===== config.mk =====
export PLATFORM = sky130hd
export DESIGN_NAME = packet_flow_loss_loop_monitor_top
export DESIGN_NICKNAME = d
export VERILOG_FILES = /design/src/hdl/pflm_pkg.sv /design/src/hdl/pflm_ctrl.sv /design/src/hdl/pflm_dp.sv /design/src/hdl/packet_flow_loss_loop_monitor_top.sv
export SDC_FILE = /design/constraint.sdc
export NUM_CORES = 2
export LEC_CHECK = 0
export BUFFER_PORTS_ARGS = -buffer_cell sky130_fd_sc_hd__buf_2
export CAP_MARGIN = 20
export CORE_MARGIN = 2
export CORE_UTILIZATION = 55
export DETAILED_ROUTE_END_ITERATION = 12
export PLACE_DENSITY = 0.72
export SYNTH_ARGS = -nofsm -noshare
export SYNTH_HDL_FRONTEND = slang
export SYNTH_HIERARCHICAL = 1
export SYNTH_SLANG_ARGS = --single-unit
export TNS_END_PERCENT = 5

===== constraint.sdc =====
create_clock -name i_clk -period 50.4 [get_ports i_clk]
set_input_delay 2.52 -clock i_clk [delete_from_list [all_inputs] [get_ports i_clk]]
set_output_delay 2.52 -clock i_clk [all_outputs]
set_load 0.01 [all_outputs]

===== src/hdl/pflm_pkg.sv =====
// Package of the flow monitor: sizes, codes, command and status types.
// No dependencies.
package pflm_pkg;

    localparam int DEPTH   = 16;
    localparam int ID_BITS = 64;
    localparam int IDX_W   = $clog2(DEPTH);
    localparam int MAX_EV  = 3;
    localparam int TMO_W   = 16 + $clog2(DEPTH + 1);

    localparam logic [31:0] ALL32     = 32'hFFFF_FFFF;
    localparam logic [15:0] INTERVAL_RST = 16'd10;
    localparam logic [15:0] QUIET_RST    = 16'd50;

    localparam logic [2:0] FN_START  = 3'd0;
    localparam logic [2:0] FN_FINISH = 3'd1;
    localparam logic [2:0] FN_SEND   = 3'd2;
    localparam logic [2:0] FN_RECV   = 3'd3;
    localparam logic [2:0] FN_TICK   = 3'd4;

    localparam logic [2:0] EV_NONE     = 3'd0;
    localparam logic [2:0] EV_START    = 3'd1;
    localparam logic [2:0] EV_FINISH   = 3'd2;
    localparam logic [2:0] EV_TRAF_ON  = 3'd3;
    localparam logic [2:0] EV_TRAF_OFF = 3'd4;
    localparam logic [2:0] EV_LOOP_ON  = 3'd5;
    localparam logic [2:0] EV_LOOP_OFF = 3'd6;
    localparam logic [2:0] EV_ERROR    = 3'd7;

    localparam logic [7:0] REG_INTERVAL = 8'd0;
    localparam logic [7:0] REG_QUIET    = 8'd1;

    typedef logic [IDX_W-1:0] t_idx;

    typedef enum logic [4:0] {
        OP_NOP, OP_ACCEPT, OP_START, OP_FINISH, OP_SEND, OP_LOOP, OP_RX_RD,
        OP_TRAF_DROP, OP_RESYNC, OP_WALK_RD, OP_WALK_NEXT, OP_WALK_SET,
        OP_MATCH, OP_SCAN_RD, OP_SCAN_NEXT, OP_ERROR, OP_TICK, OP_TICK_LOOP,
        OP_TICK_TRAF, OP_LOAD
    } t_op;

    typedef struct packed {
        logic running;
        logic loop_act;
        logic traffic_act;
        logic on_src;
        logic hit;
        logic walk_over;
        logic scan_last;
        logic due;
        logic emit_last;
    } t_status;

    function automatic logic [31:0] sat_inc32(input logic [31:0] a);
        return (a == ALL32) ? a : a + 32'd1;
    endfunction

    function automatic logic [31:0] sat_add32(input logic [31:0] a, input logic [31:0] b);
        logic [32:0] s;
        s = {1'b0, a} + {1'b0, b};
        return s[32] ? ALL32 : s[31:0];
    endfunction

    function automatic t_idx idx_next(input t_idx a);
        return (a == t_idx'(DEPTH - 1)) ? '0 : a + t_idx'(1);
    endfunction

endpackage


===== src/hdl/pflm_ctrl.sv =====
// Sequencer of the flow monitor: decodes each word and steps the datapath.
// Depends on pflm_pkg.
module pflm_ctrl
    import pflm_pkg::*;
(
    input  logic       i_clk,
    input  logic       i_rst_n,
    input  logic       i_in_valid,
    output logic       o_in_ready,
    input  logic [2:0] i_func,
    input  logic       i_out_ready,
    output logic       o_out_valid,
    input  t_status    i_status,
    output t_op        o_op
);

    typedef enum logic [18:0] {
        S_IDLE      = 19'b0000000000000000001,
        S_START     = 19'b0000000000000000010,
        S_FIN       = 19'b0000000000000000100,
        S_SEND      = 19'b0000000000000001000,
        S_RX        = 19'b0000000000000010000,
        S_RX_CMP    = 19'b0000000000000100000,
        S_TRAF_DROP = 19'b0000000000001000000,
        S_RESYNC    = 19'b0000000000010000000,
        S_WALK      = 19'b0000000000100000000,
        S_WALK_CMP  = 19'b0000000001000000000,
        S_MATCH     = 19'b0000000010000000000,
        S_SCAN      = 19'b0000000100000000000,
        S_SCAN_CMP  = 19'b0000001000000000000,
        S_LOOP      = 19'b0000010000000000000,
        S_ERR       = 19'b0000100000000000000,
        S_TICK      = 19'b0001000000000000000,
        S_TICK_LOOP = 19'b0010000000000000000,
        S_TICK_TRAF = 19'b0100000000000000000,
        S_EMIT      = 19'b1000000000000000000
    } t_state;

    t_state r_state, n_state;
    logic   r_out_valid, n_out_valid;

    assign o_in_ready  = (r_state == S_IDLE);
    assign o_out_valid = r_out_valid;

    always_comb begin
        n_state     = r_state;
        o_op        = OP_NOP;
        n_out_valid = r_out_valid && !i_out_ready;
        unique case (r_state)
            S_IDLE: begin
                if (i_in_valid) begin
                    o_op = OP_ACCEPT;
                    priority if (i_func == FN_START)  n_state = S_START;
                    else if (i_func == FN_FINISH)     n_state = S_FIN;
                    else if (i_func == FN_SEND)       n_state = S_SEND;
                    else if (i_func == FN_RECV && i_status.running) n_state = S_RX;
                    else if (i_func == FN_TICK && i_status.running) n_state = S_TICK;
                    else                              n_state = S_EMIT;
                end
            end
            S_START: begin o_op = OP_START;  n_state = S_EMIT; end
            S_FIN:   begin o_op = OP_FINISH; n_state = S_EMIT; end
            S_SEND:  begin o_op = OP_SEND;   n_state = S_EMIT; end
            S_RX: begin
                priority if (i_status.on_src || i_status.loop_act) n_state = S_LOOP;
                else if (i_status.traffic_act) begin
                    o_op = OP_RX_RD;
                    n_state = S_RX_CMP;
                end else n_state = S_RESYNC;
            end
            S_RX_CMP:    n_state = i_status.hit ? S_MATCH : S_TRAF_DROP;
            S_TRAF_DROP: begin o_op = OP_TRAF_DROP; n_state = S_RESYNC; end
            S_RESYNC:    begin o_op = OP_RESYNC;    n_state = S_WALK; end
            S_WALK: begin
                if (i_status.walk_over) begin
                    o_op = OP_WALK_SET;
                    n_state = S_SCAN;
                end else begin
                    o_op = OP_WALK_RD;
                    n_state = S_WALK_CMP;
                end
            end
            S_WALK_CMP: begin
                if (i_status.hit) begin
                    o_op = OP_WALK_SET;
                    n_state = S_MATCH;
                end else begin
                    o_op = OP_WALK_NEXT;
                    n_state = S_WALK;
                end
            end
            S_MATCH: begin o_op = OP_MATCH;   n_state = S_EMIT; end
            S_SCAN:  begin o_op = OP_SCAN_RD; n_state = S_SCAN_CMP; end
            S_SCAN_CMP: begin
                priority if (i_status.hit) n_state = S_LOOP;
                else if (i_status.scan_last) n_state = S_ERR;
                else begin
                    o_op = OP_SCAN_NEXT;
                    n_state = S_SCAN;
                end
            end
            S_LOOP: begin o_op = OP_LOOP;  n_state = S_EMIT; end
            S_ERR:  begin o_op = OP_ERROR; n_state = S_FIN; end
            S_TICK: begin o_op = OP_TICK;  n_state = S_TICK_LOOP; end
            S_TICK_LOOP: begin
                if (i_status.due) begin
                    o_op = OP_TICK_LOOP;
                    n_state = S_TICK_TRAF;
                end else n_state = S_EMIT;
            end
            S_TICK_TRAF: begin o_op = OP_TICK_TRAF; n_state = S_EMIT; end
            S_EMIT: begin
                if (!r_out_valid || i_out_ready) begin
                    o_op = OP_LOAD;
                    n_out_valid = 1'b1;
                    if (i_status.emit_last) n_state = S_IDLE;
                end
            end
            default: n_state = S_IDLE;
        endcase
    end

    always_ff @(posedge i_clk) begin
        if (!i_rst_n) begin
            r_state     <= S_IDLE;
            r_out_valid <= 1'b0;
        end else begin
            r_state     <= n_state;
            r_out_valid <= n_out_valid;
        end
    end

endmodule


===== src/hdl/pflm_dp.sv =====
// Datapath of the flow monitor: ID ring, sequence numbers, timers,
// statistics, event list and result register. Depends on pflm_pkg.
module pflm_dp
    import pflm_pkg::*;
(
    input  logic         i_clk,
    input  logic         i_rst_n,
    input  t_op          i_op,
    output t_status      o_status,
    input  logic [63:0]  i_packet_id,
    input  logic         i_on_source_port,
    input  logic         i_cfg_we,
    input  logic [7:0]   i_cfg_index,
    input  logic [15:0]  i_cfg_data,
    output logic [2:0]   o_event_code,
    output logic [47:0]  o_event_time_ms,
    output logic         o_send_allowed,
    output logic         o_last_result,
    output logic [31:0]  o_sent_count,
    output logic [31:0]  o_received_count,
    output logic [31:0]  o_dropped_count,
    output logic [31:0]  o_interruption_count,
    output logic [31:0]  o_interruption_total_ms,
    output logic [31:0]  o_loop_count,
    output logic [31:0]  o_loop_total_ms,
    output logic         o_error_seen
);

    // ring storage; valid bits stand in for the all-zero reset contents
    logic [ID_BITS-1:0] r_ring [DEPTH];
    logic [DEPTH-1:0]   r_ring_vld;
    logic [ID_BITS-1:0] r_rd;
    logic [ID_BITS-1:0] r_id;
    logic               r_on_src;
    logic               r_allowed, n_allowed;

    logic [15:0] r_interval, n_interval, r_quiet, n_quiet;
    logic [31:0] r_tx, n_tx, r_rx, n_rx;
    t_idx        r_tx_idx, n_tx_idx, r_rx_idx, n_rx_idx;
    logic [32:0] r_walk, n_walk;
    t_idx        r_walk_idx, n_walk_idx, r_scan_idx, n_scan_idx;
    logic        r_traffic, n_traffic, r_loop, n_loop, r_running, n_running;
    logic        r_err, n_err, r_due, n_due;
    logic [31:0] r_slm, n_slm, r_slp, n_slp, r_sls, n_sls;
    logic [15:0] r_phase, n_phase;
    logic [31:0] r_sent, n_sent, r_recv, n_recv, r_drop, n_drop;
    logic [31:0] r_int_n, n_int_n, r_int_ms, n_int_ms;
    logic [31:0] r_loop_n, n_loop_n, r_loop_ms, n_loop_ms;
    logic [1:0]  r_nev, n_nev, r_emit_idx, n_emit_idx;
    logic [2:0]  r_ev_code [MAX_EV];
    logic [31:0] r_ev_seq  [MAX_EV];

    logic        push;
    logic [2:0]  push_code;
    logic [31:0] push_seq;
    logic        rd_en;
    t_idx        rd_addr;
    logic        resync;
    logic [TMO_W-1:0] tmo;
    logic        emit_last;
    logic [15:0] phase_inc;

    assign resync    = (r_tx >= 32'(DEPTH)) && (r_rx < r_tx - 32'(DEPTH));
    assign tmo       = TMO_W'(r_interval) * TMO_W'(DEPTH);
    assign emit_last = (r_nev == 2'd0) || (r_emit_idx == r_nev - 2'd1);
    assign phase_inc = r_phase + 16'd1;

    assign o_status.running     = r_running;
    assign o_status.loop_act    = r_loop;
    assign o_status.traffic_act = r_traffic;
    assign o_status.on_src      = r_on_src;
    assign o_status.hit         = (r_rd == r_id);
    assign o_status.walk_over   = (r_walk > {1'b0, r_tx});
    assign o_status.scan_last   = (r_scan_idx == t_idx'(DEPTH - 1));
    assign o_status.due         = r_due;
    assign o_status.emit_last   = emit_last;

    always_comb begin
        n_interval = r_interval; n_quiet = r_quiet;
        n_tx = r_tx; n_rx = r_rx; n_tx_idx = r_tx_idx; n_rx_idx = r_rx_idx;
        n_walk = r_walk; n_walk_idx = r_walk_idx; n_scan_idx = r_scan_idx;
        n_traffic = r_traffic; n_loop = r_loop; n_running = r_running;
        n_err = r_err; n_due = r_due;
        n_slm = r_slm; n_slp = r_slp; n_sls = r_sls; n_phase = r_phase;
        n_sent = r_sent; n_recv = r_recv; n_drop = r_drop;
        n_int_n = r_int_n; n_int_ms = r_int_ms; n_loop_n = r_loop_n; n_loop_ms = r_loop_ms;
        n_nev = r_nev; n_emit_idx = r_emit_idx; n_allowed = r_allowed;
        push = 1'b0; push_code = EV_NONE; push_seq = '0;
        rd_en = 1'b0; rd_addr = r_rx_idx;

        if (i_cfg_we) begin
            if (i_cfg_index == REG_INTERVAL) n_interval = i_cfg_data;
            if (i_cfg_index == REG_QUIET)    n_quiet    = i_cfg_data;
        end

        unique case (i_op)
            OP_NOP: ;
            OP_ACCEPT: begin
                n_nev = '0;
                n_emit_idx = '0;
                n_allowed = 1'b0;
            end
            OP_START: begin
                push = 1'b1; push_code = EV_START; push_seq = '0;
                n_traffic = 1'b0; n_loop = 1'b0;
                n_slm = '0; n_slp = '0; n_sls = '0; n_phase = '0;
                n_sent = '0; n_recv = '0; n_drop = '0;
                n_int_n = '0; n_int_ms = '0; n_loop_n = '0; n_loop_ms = '0;
                n_err = 1'b0; n_running = 1'b1;
            end
            OP_FINISH: begin
                if (r_running) begin
                    if (r_rx < r_tx || r_err) begin
                        n_int_n  = sat_inc32(r_int_n);
                        n_int_ms = sat_add32(r_int_ms, r_slm);
                    end
                    if (r_loop) begin
                        n_loop_n  = sat_inc32(r_loop_n);
                        n_loop_ms = sat_add32(r_loop_ms, r_sls);
                    end
                    push = 1'b1; push_code = EV_FINISH; push_seq = r_tx;
                    n_running = 1'b0;
                end
            end
            OP_SEND: begin
                if (r_running) begin
                    if (!r_loop) begin
                        n_sent = sat_inc32(r_sent);
                        n_allowed = 1'b1;
                    end
                    if (r_tx != ALL32) begin
                        n_tx = r_tx + 32'd1;
                        n_tx_idx = idx_next(r_tx_idx);
                    end
                end
            end
            OP_LOOP: begin
                if (!r_loop) begin
                    n_sls = '0;
                    push = 1'b1; push_code = EV_LOOP_ON; push_seq = r_tx;
                end
                n_slp = '0;
                n_loop = 1'b1;
                n_drop = sat_inc32(r_drop);
            end
            OP_RX_RD: begin
                rd_en = 1'b1; rd_addr = r_rx_idx;
            end
            OP_TRAF_DROP: begin
                push = 1'b1; push_code = EV_TRAF_OFF; push_seq = r_rx;
                n_traffic = 1'b0;
            end
            OP_RESYNC: begin
                if (resync) begin
                    n_rx = r_tx - 32'(DEPTH);
                    n_rx_idx = r_tx_idx;
                end
                n_walk = {1'b0, n_rx};
                n_walk_idx = n_rx_idx;
            end
            OP_WALK_RD: begin
                rd_en = 1'b1; rd_addr = r_walk_idx;
            end
            OP_WALK_NEXT: begin
                n_walk = r_walk + 33'd1;
                n_walk_idx = idx_next(r_walk_idx);
            end
            OP_WALK_SET: begin
                // walk past an all-ones sequence number saturates
                n_rx = r_walk[32] ? ALL32 : r_walk[31:0];
                n_rx_idx = r_walk[32] ? r_tx_idx : r_walk_idx;
                n_scan_idx = '0;
            end
            OP_MATCH: begin
                if (!r_traffic) begin
                    if (r_rx != '0) begin
                        n_int_n  = sat_inc32(r_int_n);
                        n_int_ms = sat_add32(r_int_ms, r_slm);
                    end
                    push = 1'b1; push_code = EV_TRAF_ON; push_seq = r_rx;
                    n_traffic = 1'b1;
                end
                n_slm = '0;
                n_recv = sat_inc32(r_recv);
                if (r_rx != ALL32) begin
                    n_rx = r_rx + 32'd1;
                    n_rx_idx = idx_next(r_rx_idx);
                end
            end
            OP_SCAN_RD: begin
                rd_en = 1'b1; rd_addr = r_scan_idx;
            end
            OP_SCAN_NEXT: n_scan_idx = idx_next(r_scan_idx);
            OP_ERROR: begin
                push = 1'b1; push_code = EV_ERROR; push_seq = r_rx;
                n_err = 1'b1;
            end
            OP_TICK: begin
                n_slm = sat_inc32(r_slm);
                n_slp = sat_inc32(r_slp);
                n_sls = sat_inc32(r_sls);
                n_due = (phase_inc >= r_interval);
                n_phase = n_due ? '0 : phase_inc;
            end
            OP_TICK_LOOP: begin
                if (r_loop && r_slp > {16'd0, r_quiet}) begin
                    n_loop_n  = sat_inc32(r_loop_n);
                    n_loop_ms = sat_add32(r_loop_ms, r_sls);
                    push = 1'b1; push_code = EV_LOOP_OFF; push_seq = r_tx;
                    n_loop = 1'b0;
                    n_rx = r_tx;
                    n_rx_idx = r_tx_idx;
                end
            end
            OP_TICK_TRAF: begin
                if (r_traffic && r_slm > 32'(tmo)) begin
                    push = 1'b1; push_code = EV_TRAF_OFF; push_seq = r_rx;
                    n_traffic = 1'b0;
                end
            end
            OP_LOAD: n_emit_idx = r_emit_idx + 2'd1;
            default: ;
        endcase

        if (push && r_nev != 2'(MAX_EV)) n_nev = r_nev + 2'd1;
    end

    always_ff @(posedge i_clk) begin
        if (!i_rst_n) begin
            r_interval <= INTERVAL_RST; r_quiet <= QUIET_RST;
            r_tx <= '0; r_rx <= '0; r_tx_idx <= '0; r_rx_idx <= '0;
            r_traffic <= 1'b0; r_loop <= 1'b0; r_running <= 1'b0;
            r_err <= 1'b0; r_due <= 1'b0;
            r_slm <= '0; r_slp <= '0; r_sls <= '0; r_phase <= '0;
            r_sent <= '0; r_recv <= '0; r_drop <= '0;
            r_int_n <= '0; r_int_ms <= '0; r_loop_n <= '0; r_loop_ms <= '0;
            r_nev <= '0; r_emit_idx <= '0; r_allowed <= 1'b0;
            r_ring_vld <= '0;
        end else begin
            r_interval <= n_interval; r_quiet <= n_quiet;
            r_tx <= n_tx; r_rx <= n_rx; r_tx_idx <= n_tx_idx; r_rx_idx <= n_rx_idx;
            r_traffic <= n_traffic; r_loop <= n_loop; r_running <= n_running;
            r_err <= n_err; r_due <= n_due;
            r_slm <= n_slm; r_slp <= n_slp; r_sls <= n_sls; r_phase <= n_phase;
            r_sent <= n_sent; r_recv <= n_recv; r_drop <= n_drop;
            r_int_n <= n_int_n; r_int_ms <= n_int_ms;
            r_loop_n <= n_loop_n; r_loop_ms <= n_loop_ms;
            r_nev <= n_nev; r_emit_idx <= n_emit_idx; r_allowed <= n_allowed;
            if (i_op == OP_SEND && r_running && !r_loop) r_ring_vld[r_tx_idx] <= 1'b1;
        end
    end

    // payload registers
    always_ff @(posedge i_clk) begin
        r_walk <= n_walk;
        r_walk_idx <= n_walk_idx;
        r_scan_idx <= n_scan_idx;
        if (i_op == OP_ACCEPT) begin
            r_id <= i_packet_id[ID_BITS-1:0];
            r_on_src <= i_on_source_port;
        end
        if (i_op == OP_SEND && r_running && !r_loop) r_ring[r_tx_idx] <= r_id;
        if (rd_en) r_rd <= r_ring_vld[rd_addr] ? r_ring[rd_addr] : '0;
        if (push && r_nev != 2'(MAX_EV)) begin
            r_ev_code[r_nev] <= push_code;
            r_ev_seq[r_nev]  <= push_seq;
        end
        if (i_op == OP_LOAD) begin
            if (r_nev == 2'd0) begin
                o_event_code    <= EV_NONE;
                o_event_time_ms <= '0;
            end else begin
                o_event_code    <= r_ev_code[r_emit_idx];
                o_event_time_ms <= 48'(r_ev_seq[r_emit_idx]) * 48'(r_interval);
            end
            o_send_allowed          <= r_allowed;
            o_last_result           <= emit_last;
            o_sent_count            <= r_sent;
            o_received_count        <= r_recv;
            o_dropped_count         <= r_drop;
            o_interruption_count    <= r_int_n;
            o_interruption_total_ms <= r_int_ms;
            o_loop_count            <= r_loop_n;
            o_loop_total_ms         <= r_loop_ms;
            o_error_seen            <= r_err;
        end
    end

endmodule


===== src/hdl/packet_flow_loss_loop_monitor_top.sv =====
// Flow monitor top level: sequencer plus datapath, ports of the block.
// Depends on pflm_pkg, pflm_ctrl, pflm_dp.
//
// Takes one word at a time. A receive word that is neither a loop packet nor
// an in-order match while traffic flows walks the ID ring entry by entry
// through its single registered read port. Each result occupies the output
// register until it is taken; a word gives one to three results, the last
// flagged by o_last_result. The next word is taken once the last result of
// the current word sits in the output register. Configuration writes are
// accepted every cycle; reset leaves the ring reading as zeros.
module packet_flow_loss_loop_monitor_top
    import pflm_pkg::*;
(
    input  logic         i_clk,
    input  logic         i_rst_n,
    // input words
    input  logic         i_in_valid,
    output logic         o_in_ready,
    input  logic [2:0]   i_func,
    input  logic [63:0]  i_packet_id,
    input  logic         i_on_source_port,
    // result words
    output logic         o_out_valid,
    input  logic         i_out_ready,
    output logic [2:0]   o_event_code,
    output logic [47:0]  o_event_time_ms,
    output logic         o_send_allowed,
    output logic         o_last_result,
    output logic [31:0]  o_sent_count,
    output logic [31:0]  o_received_count,
    output logic [31:0]  o_dropped_count,
    output logic [31:0]  o_interruption_count,
    output logic [31:0]  o_interruption_total_ms,
    output logic [31:0]  o_loop_count,
    output logic [31:0]  o_loop_total_ms,
    output logic         o_error_seen,
    // register writes: 0 interval_ms, 1 loop_quiet_ms
    input  logic         i_cfg_valid,
    output logic         o_cfg_ready,
    input  logic [7:0]   i_cfg_index,
    input  logic [15:0]  i_cfg_data
);

    t_op     op;
    t_status status;

    // registers are plain flops, a write never stalls
    assign o_cfg_ready = 1'b1;

    pflm_ctrl u_ctrl (
        .i_clk       (i_clk),
        .i_rst_n     (i_rst_n),
        .i_in_valid  (i_in_valid),
        .o_in_ready  (o_in_ready),
        .i_func      (i_func),
        .i_out_ready (i_out_ready),
        .o_out_valid (o_out_valid),
        .i_status    (status),
        .o_op        (op)
    );

    pflm_dp u_dp (
        .i_clk                   (i_clk),
        .i_rst_n                 (i_rst_n),
        .i_op                    (op),
        .o_status                (status),
        .i_packet_id             (i_packet_id),
        .i_on_source_port        (i_on_source_port),
        .i_cfg_we                (i_cfg_valid),
        .i_cfg_index             (i_cfg_index),
        .i_cfg_data              (i_cfg_data),
        .o_event_code            (o_event_code),
        .o_event_time_ms         (o_event_time_ms),
        .o_send_allowed          (o_send_allowed),
        .o_last_result           (o_last_result),
        .o_sent_count            (o_sent_count),
        .o_received_count        (o_received_count),
        .o_dropped_count         (o_dropped_count),
        .o_interruption_count    (o_interruption_count),
        .o_interruption_total_ms (o_interruption_total_ms),
        .o_loop_count            (o_loop_count),
        .o_loop_total_ms         (o_loop_total_ms),
        .o_error_seen            (o_error_seen)
    );

endmodule


==> Yosys cells after proc, flatten, opt, wreduce, memory -nomap -nowiden <==
Memories as Yosys holds them, arrays and structs flattened. A register that Yosys moved wholly into a read port is not among the register bits.
Cells that the tools add are included.
{ "classes": {"add_sub_neg": 22, "multipliers": 1, "magnitude_cmp": 10, "n_eq_ne": 80, "muxes": 127, "bitwise_logic": 1, "n_reduce_logical": 64} }
{ "op_table": {"columns": ["operator", "count"], "rows": [
  ["$mux 32", 36],
  ["$pmux 32 s3", 5],
  ["$add 32x1->32 const B", 10],
  ["$pmux 32 s2", 5],
  ["$pmux 19 s14", 1],
  ["$eq 32x32->1 const B", 8],
  ["$mux 19", 11],
  ["$pmux 32 s6", 1],
  ["$pmux 32 s4", 1],
  ["$pmux 5 s18", 1],
  ["$add 32x32->33", 2],
  ["$pmux 33 s2", 1],
  ["$eq 64x64->1", 1],
  ["$lt 32x32->1", 2],
  ["$ne 32x32->1 const B", 2],
  ["$mul 32x16->48", 1],
  ["$eq 5x4->1 const B", 8],
  ["$mux 4", 9],
  ["$add 33x1->33 const B", 1],
  ["$gt 33x32->1", 1],
  ["$ge 32x5->1 const B", 1],
  ["$gt 32x16->1", 1],
  ["$gt 32x20->1", 1],
  ["$pmux 16 s2", 1],
  ["other kinds (75)", 194]
]} }
{ "word_totals": {"regBits": 867, "mem_bits_rw": 1129, "in_bits": 97, "memories": 3} }
{ "memory_table": {"columns": ["name", "words", "word_bits", "read_ports", "rd_clocked_by_memory_dff", "wr", "line_no", "text"], "rows": [
  ["u_dp.r_ring", 16, 64, 1, 1, 1, "pflm_dp.sv:30", "logic [ID_BITS-1:0] r_ring [DEPTH];"],
  ["u_dp.r_ev_seq", 3, 32, 1, 1, 1, "pflm_dp.sv:51", "logic [31:0] r_ev_seq [MAX_EV];"],
  ["u_dp.r_ev_code", 3, 3, 1, 1, 1, "pflm_dp.sv:50", "logic [2:0] r_ev_code [MAX_EV];"]
]} }

==> Longest topological paths before layout <==
{ "depth": {"ltp_word": 10, "ltp_mapped": 28, "mapped_depth_nobuf": 25} }

==> Cells and area by module <==
The synthesis kept the hierarchy.
{ "by_module_without_submodules": {"columns": ["module", "n_inst", "cells_per_inst", "area_per_inst_um2", "seq_area_each_um2"], "rows": [
  ["pflm_dp", 1, 8386, 104731.7, 56724.4],
  ["pflm_ctrl", 1, 144, 1260.0, 400.4],
  ["packet_flow_loss_loop_monitor_top", 1, 2, 11.3, 0.0]
]} }

==> Worst setup path after synthesis <==
No wires, ideal clock.
{ "synth_timing": {"kind": "in2reg", "startpoint": "input i_out_ready", "endpoint": "register (tool-made name)", "setup_ns": 0.118, "t_arrival_ns": 16.539, "t_required_ns": 50.282, "slack_ns": 33.743, "path_stages": 11, "n_path_buf": 2, "path_cell_list": "nor2b_1 > nor2b_1 > a2111oi_1 > nand3_1 > clkbuf_1 > buf_1 > nand2_1 > nor2_1 > nand2_1 > and3_1 > o21a_1"} }
{ "synth_rtl": {"columns": ["element", "line_no", "text"], "rows": [
  ["from (decl)", "packet_flow_loss_loop_monitor_top.sv:24", "input logic i_out_ready,"]
]} }

==> metrics.md <==
| Metric | Value |
|---|---|
| Routed vias | 70060 |
| Least-Margin Pin Slew | 1.16 ns |
| Hold path depth | 0 |
| Proportion of synthesized flip-flops having asynchronous set or reset | 0% |
| Proportion of netlist area held by the largest area contributor | 44.7% |
| Buffering stage count on the worst path with inverters included | 6 |
| Startpoint of the lowest-slack hold path | u_dp/r_allowed |
| Largest net degree at the start of global routing | 133 |
| Area share of xor/xnor cells in the synthesized design | 3.69% |
| Placed wire-length estimate after detailed placement | 177000 um |
| Number of hold violations in the final report | 0 |
| Met2 Use GR | 45.8% |
| Post-synthesis net count | 9401 |
| Number of maximum-capacitance violations | 0 |
| DRC Markers | 0 |
| Leakage power | 43.0 nW |
| Gr usage total | 27.4% |
| Cell family contributing the most delay on the critical path | adder cells |
| Cell area after technology mapping | 106000 um2 |
| Synthesis-to-finish area growth | 10.6% |
| Total power | 3.48 mW |
| Avg Vias per Cell | 6.07 |
| Clock tree from TritonCTS | yes |
| Count of state elements after synthesis | 2065 |
| Main area contributors after synthesis | sky130_fd_sc_hd__edfxtp_1 (45%), sky130_fd_sc_hd__dfxtp_1 (9.2%), sky130_fd_sc_hd__fa_1 (7.9%), sky130_fd_sc_hd__mux4_2 (5.5%), sky130_fd_sc_hd__ha_1 (4.2%) |
| Number of synthesis warnings | 6 |
| Post-CTS Setup Repair Bufs | 0 |
| Relative contribution of sequential cells to total power | 54.4% |
| Count of nets after finishing | 9693 |
| Req. time, crit path | 51.00 ns |
| Slew Limit Fails | 0 |
| H-tree depth | 4 |
| Most common cell type on the critical path | sky130_fd_sc_hd__fa_1 |
| Critical Path Source Type | flip-flop |
| Number of iterations in the first detailed-routing pass | 7 |
| Proportion of layout cells with a drive suffix above 1 | 12.8% |
| Detailed router's first-iteration violation count | 6349 |
| R2R cell count | 25 |
| Share of power burned in the clock network | 43.2% |
| Simple-gate share of the synthesized area | 12.0% |
| Avg Cell Area, Syn | 12.4 um2 |
| Switching Fraction | 21.9% |
| Num CTS Buffers | 202 |
| R2R setup slack | 41.32 ns |
| Cell type with the largest total area after synthesis | sky130_fd_sc_hd__edfxtp_1 |
| Main combinational cell family by area after synthesis | adder cells |
| Worst r2r dst | u_dp/o_event_time_ms[47] |
| Count of input and output buffers | 376 |
| Global placer's final weighted congestion | 0.932 |
| Comb pwr share | 2.4% |
| Worst hold endpoint | u_dp/o_send_allowed |
| Final standard cell area without fillers | 117000 um2 |
| Fmax | 110 MHz |
| Busiest layer in global routing | met2 |
| Share of synthesized cell area in full adder, half adder and majority cells | 12.1% |
| Total setup violations reported at the end of the flow | 0 |
| Highest fanout seen on the critical path | 32 |
| Status | completed |
| Slowest library cell on the worst path | sky130_fd_sc_hd__dfxtp_2 |
| RSZ-0062 raised after global routing | false |
| Top-level I/O count | 378 |
| Fin Setup TNS | 0 ns |
| Crit Path Category | flip-flop to flip-flop |
| Path category of the worst min-delay check | flip-flop to flip-flop |
| Dominant cell by count in the synthesized netlist | sky130_fd_sc_hd__edfxtp_1 |
| Count of flip-flops with a built-in enable after synthesis | 1577 |
| Global routing met1 resource utilization | 35.5% |
| Std-Cell Core Area | 192000 um2 |
| Count of different cell masters after synthesis | 109 |
| Internal | 2.72 mW |
| Post-Route WL | 272000 um |
| Maximum count of clock buffers along a single path | 3 |
| Die boundary width | 443 um |
| GR Overflow Total | 0 |
| First-pass GRT wire length | 415000 um |
| Vias in the first global route | 69732 |
| Fin crit period | 9.08 ns |
| Area of placed instances | 110000 um2 |
| NetSw | 0.764 mW |
| Fin crit share | 18.0% |
| Number of hold-repair buffers added at the cts stage | 0 |
| Number of gates resized after CTS | 0 |
| Chip height | 443 um |
| Synth Instances | 8532 |
| Core Rows | 161 |
| Sequential element share of the synthesized area | 53.9% |
| Sinks on the clock net | 2065 |
| Delay of the slowest cell on the worst path | 1.01 ns |
| Insertion delay of the later-clocked pin in the worst-skew pair | 0.89 ns |
| Critical Path Sink Type | flip-flop |
| Met3 Resource Use GR | 4.49% |
| CTS clk-pin slew, worst paths | 0.06 ns |
| Drt wl/cell | 23.6 um |
| Most used standard cells in the synthesized netlist | sky130_fd_sc_hd__edfxtp_1 (1577), sky130_fd_sc_hd__nand2_1 (785), sky130_fd_sc_hd__inv_1 (629), sky130_fd_sc_hd__nor2_1 (564), sky130_fd_sc_hd__dfxtp_1 (488) |
| Post-synthesis mux area share | 6.97% |
| Initial core utilization | 55.2% |
| Final setup skew | 0.0677 ns |
| Data arrival time of the worst path | 9.68 ns |
| Top_reg_cell synth | sky130_fd_sc_hd__edfxtp_1 |
| Residual antenna-violating net count after detailed routing | 0 |
| Die area | 196000 um2 |
| Synthesized-area fraction occupied by ao, oa, aoi and oai cells | 7.43% |
| Initial antenna violation count | 14 |
| Slew headroom | 22.7% |
| Peak supply drop | 0.0000477 V |
| Cell chosen for the clock root | sky130_fd_sc_hd__clkbuf_16 |
| Power density over cell area | 29.7 nW/um2 |
[power groups by stage]
stage / registers [mW] / clock network, mW / logic, mW
finish: 1.89 / 1.50 / 0.0837
global route: 1.90 / 1.59 / 0.0904
detailed placement: 1.93 / 0 / 0.0829
CTS: 1.89 / 1.53 / 0.0834
global placement: 1.93 / 0 / 0.0813
floorplan: 1.92 / 0 / 0.0491
[final cells by class]
class | instances | area [um2]
timing repair buffer | 501 | 2950
multi-input combinational | 5423 | 45000
clock inverter | 126 | 1280
inverter | 631 | 2370
tap | 2526 | 3160
fill | 14666 | 74700
antenna | 8 | 20.0
sequential | 2065 | 57100
clock buffer | 255 | 5370
[cell families (layout without fill, tap and decap cells)]
| logic type | count (synthesis) | after routing |
|---|---|---|
| and+or+nand+nor | 2574 | 2574 |
| DFF | 2065 | 2065 |
| AOI/OAI and AO/OA | 1217 | 1217 |
| buffers and inverters | 1044 | 1513 |
| adders and majority gates | 772 | 772 |
| xor gates and xnor gates | 446 | 446 |
| muxes | 413 | 413 |
| other | 1 | 9 |
[metrics by stage]
stage | cells | setup slack (ns) | util [%] | hold WS, ns
global route | 11535 | 40.81 | 61.1 | 0.460
detailed placement | 11141 | 40.84 | 57.6 | 0.424
CTS | 11522 | 41.34 | 61.0 | 0.439
finish | 11535 | 41.32 | 61.1 | 0.438
floorplan | 8532 | 33.74 | - | 0.408
global placement | 11135 | 41.03 | 57.5 | 0.414
[registers in the layout, indices dropped and copies added (netlist names), 33 cells and up, named ones only]
| name | cells |
|---|---|
| u_dp/r_ev_seq | 96 |
| u_dp/r_rd | 64 |
| u_dp/r_id | 64 |
| u_dp/r_walk | 33 |
| u_dp/o_event_time_ms | 48 |
| u_dp/r_ring | 1024 |
[worst max-delay path by stage]
stage,cells after the start,end,start
floorplan,11,flip-flop,i_out_ready
global placement,16,u_dp/r_rd[46],i_out_ready
detailed placement,16,u_dp/r_rd[10],i_out_ready
CTS,19,u_dp/r_rd[57],u_dp/r_id[12]
global route,19,u_dp/r_rd[4],u_dp/r_id[49]
finish,25,u_dp/o_event_time_ms[47],flip-flop
[routing by layer]
layer | up-vias | part of all wire [%]
met1 | 35126 | 40
met4 | 2 | 4.4
met5 | - | 0.0048
met3 | 628 | 7.2
met2 | 2966 | 49
li1 | 31338 | -
[cell usage in the layout, fill, tap and decap left out, drive strengths merged, types with 23 or more instances in the layout]
cell type and count:
nor2 566, a22o 45, nor2b 148, dfxtp 488
fa 420, o21a 62, o21ai 366, mux4 260
nand2b 36, nand4 127, xor2 228, nor4 93
a21o 79, nand2 785, and3 94, ha 352
nand3 204, clkinv 91, a21oi 233, and4 41
buf 501, clkbuf 255, edfxtp 1577, a31oi 32
and2 222, mux2i 150, xnor2 218, or3 63
a221oi 23, a211oi 150, a21boi 26, nor3 106
o211ai 55, inv 640
No activity file was read; power rests on OpenSTA's default activity.
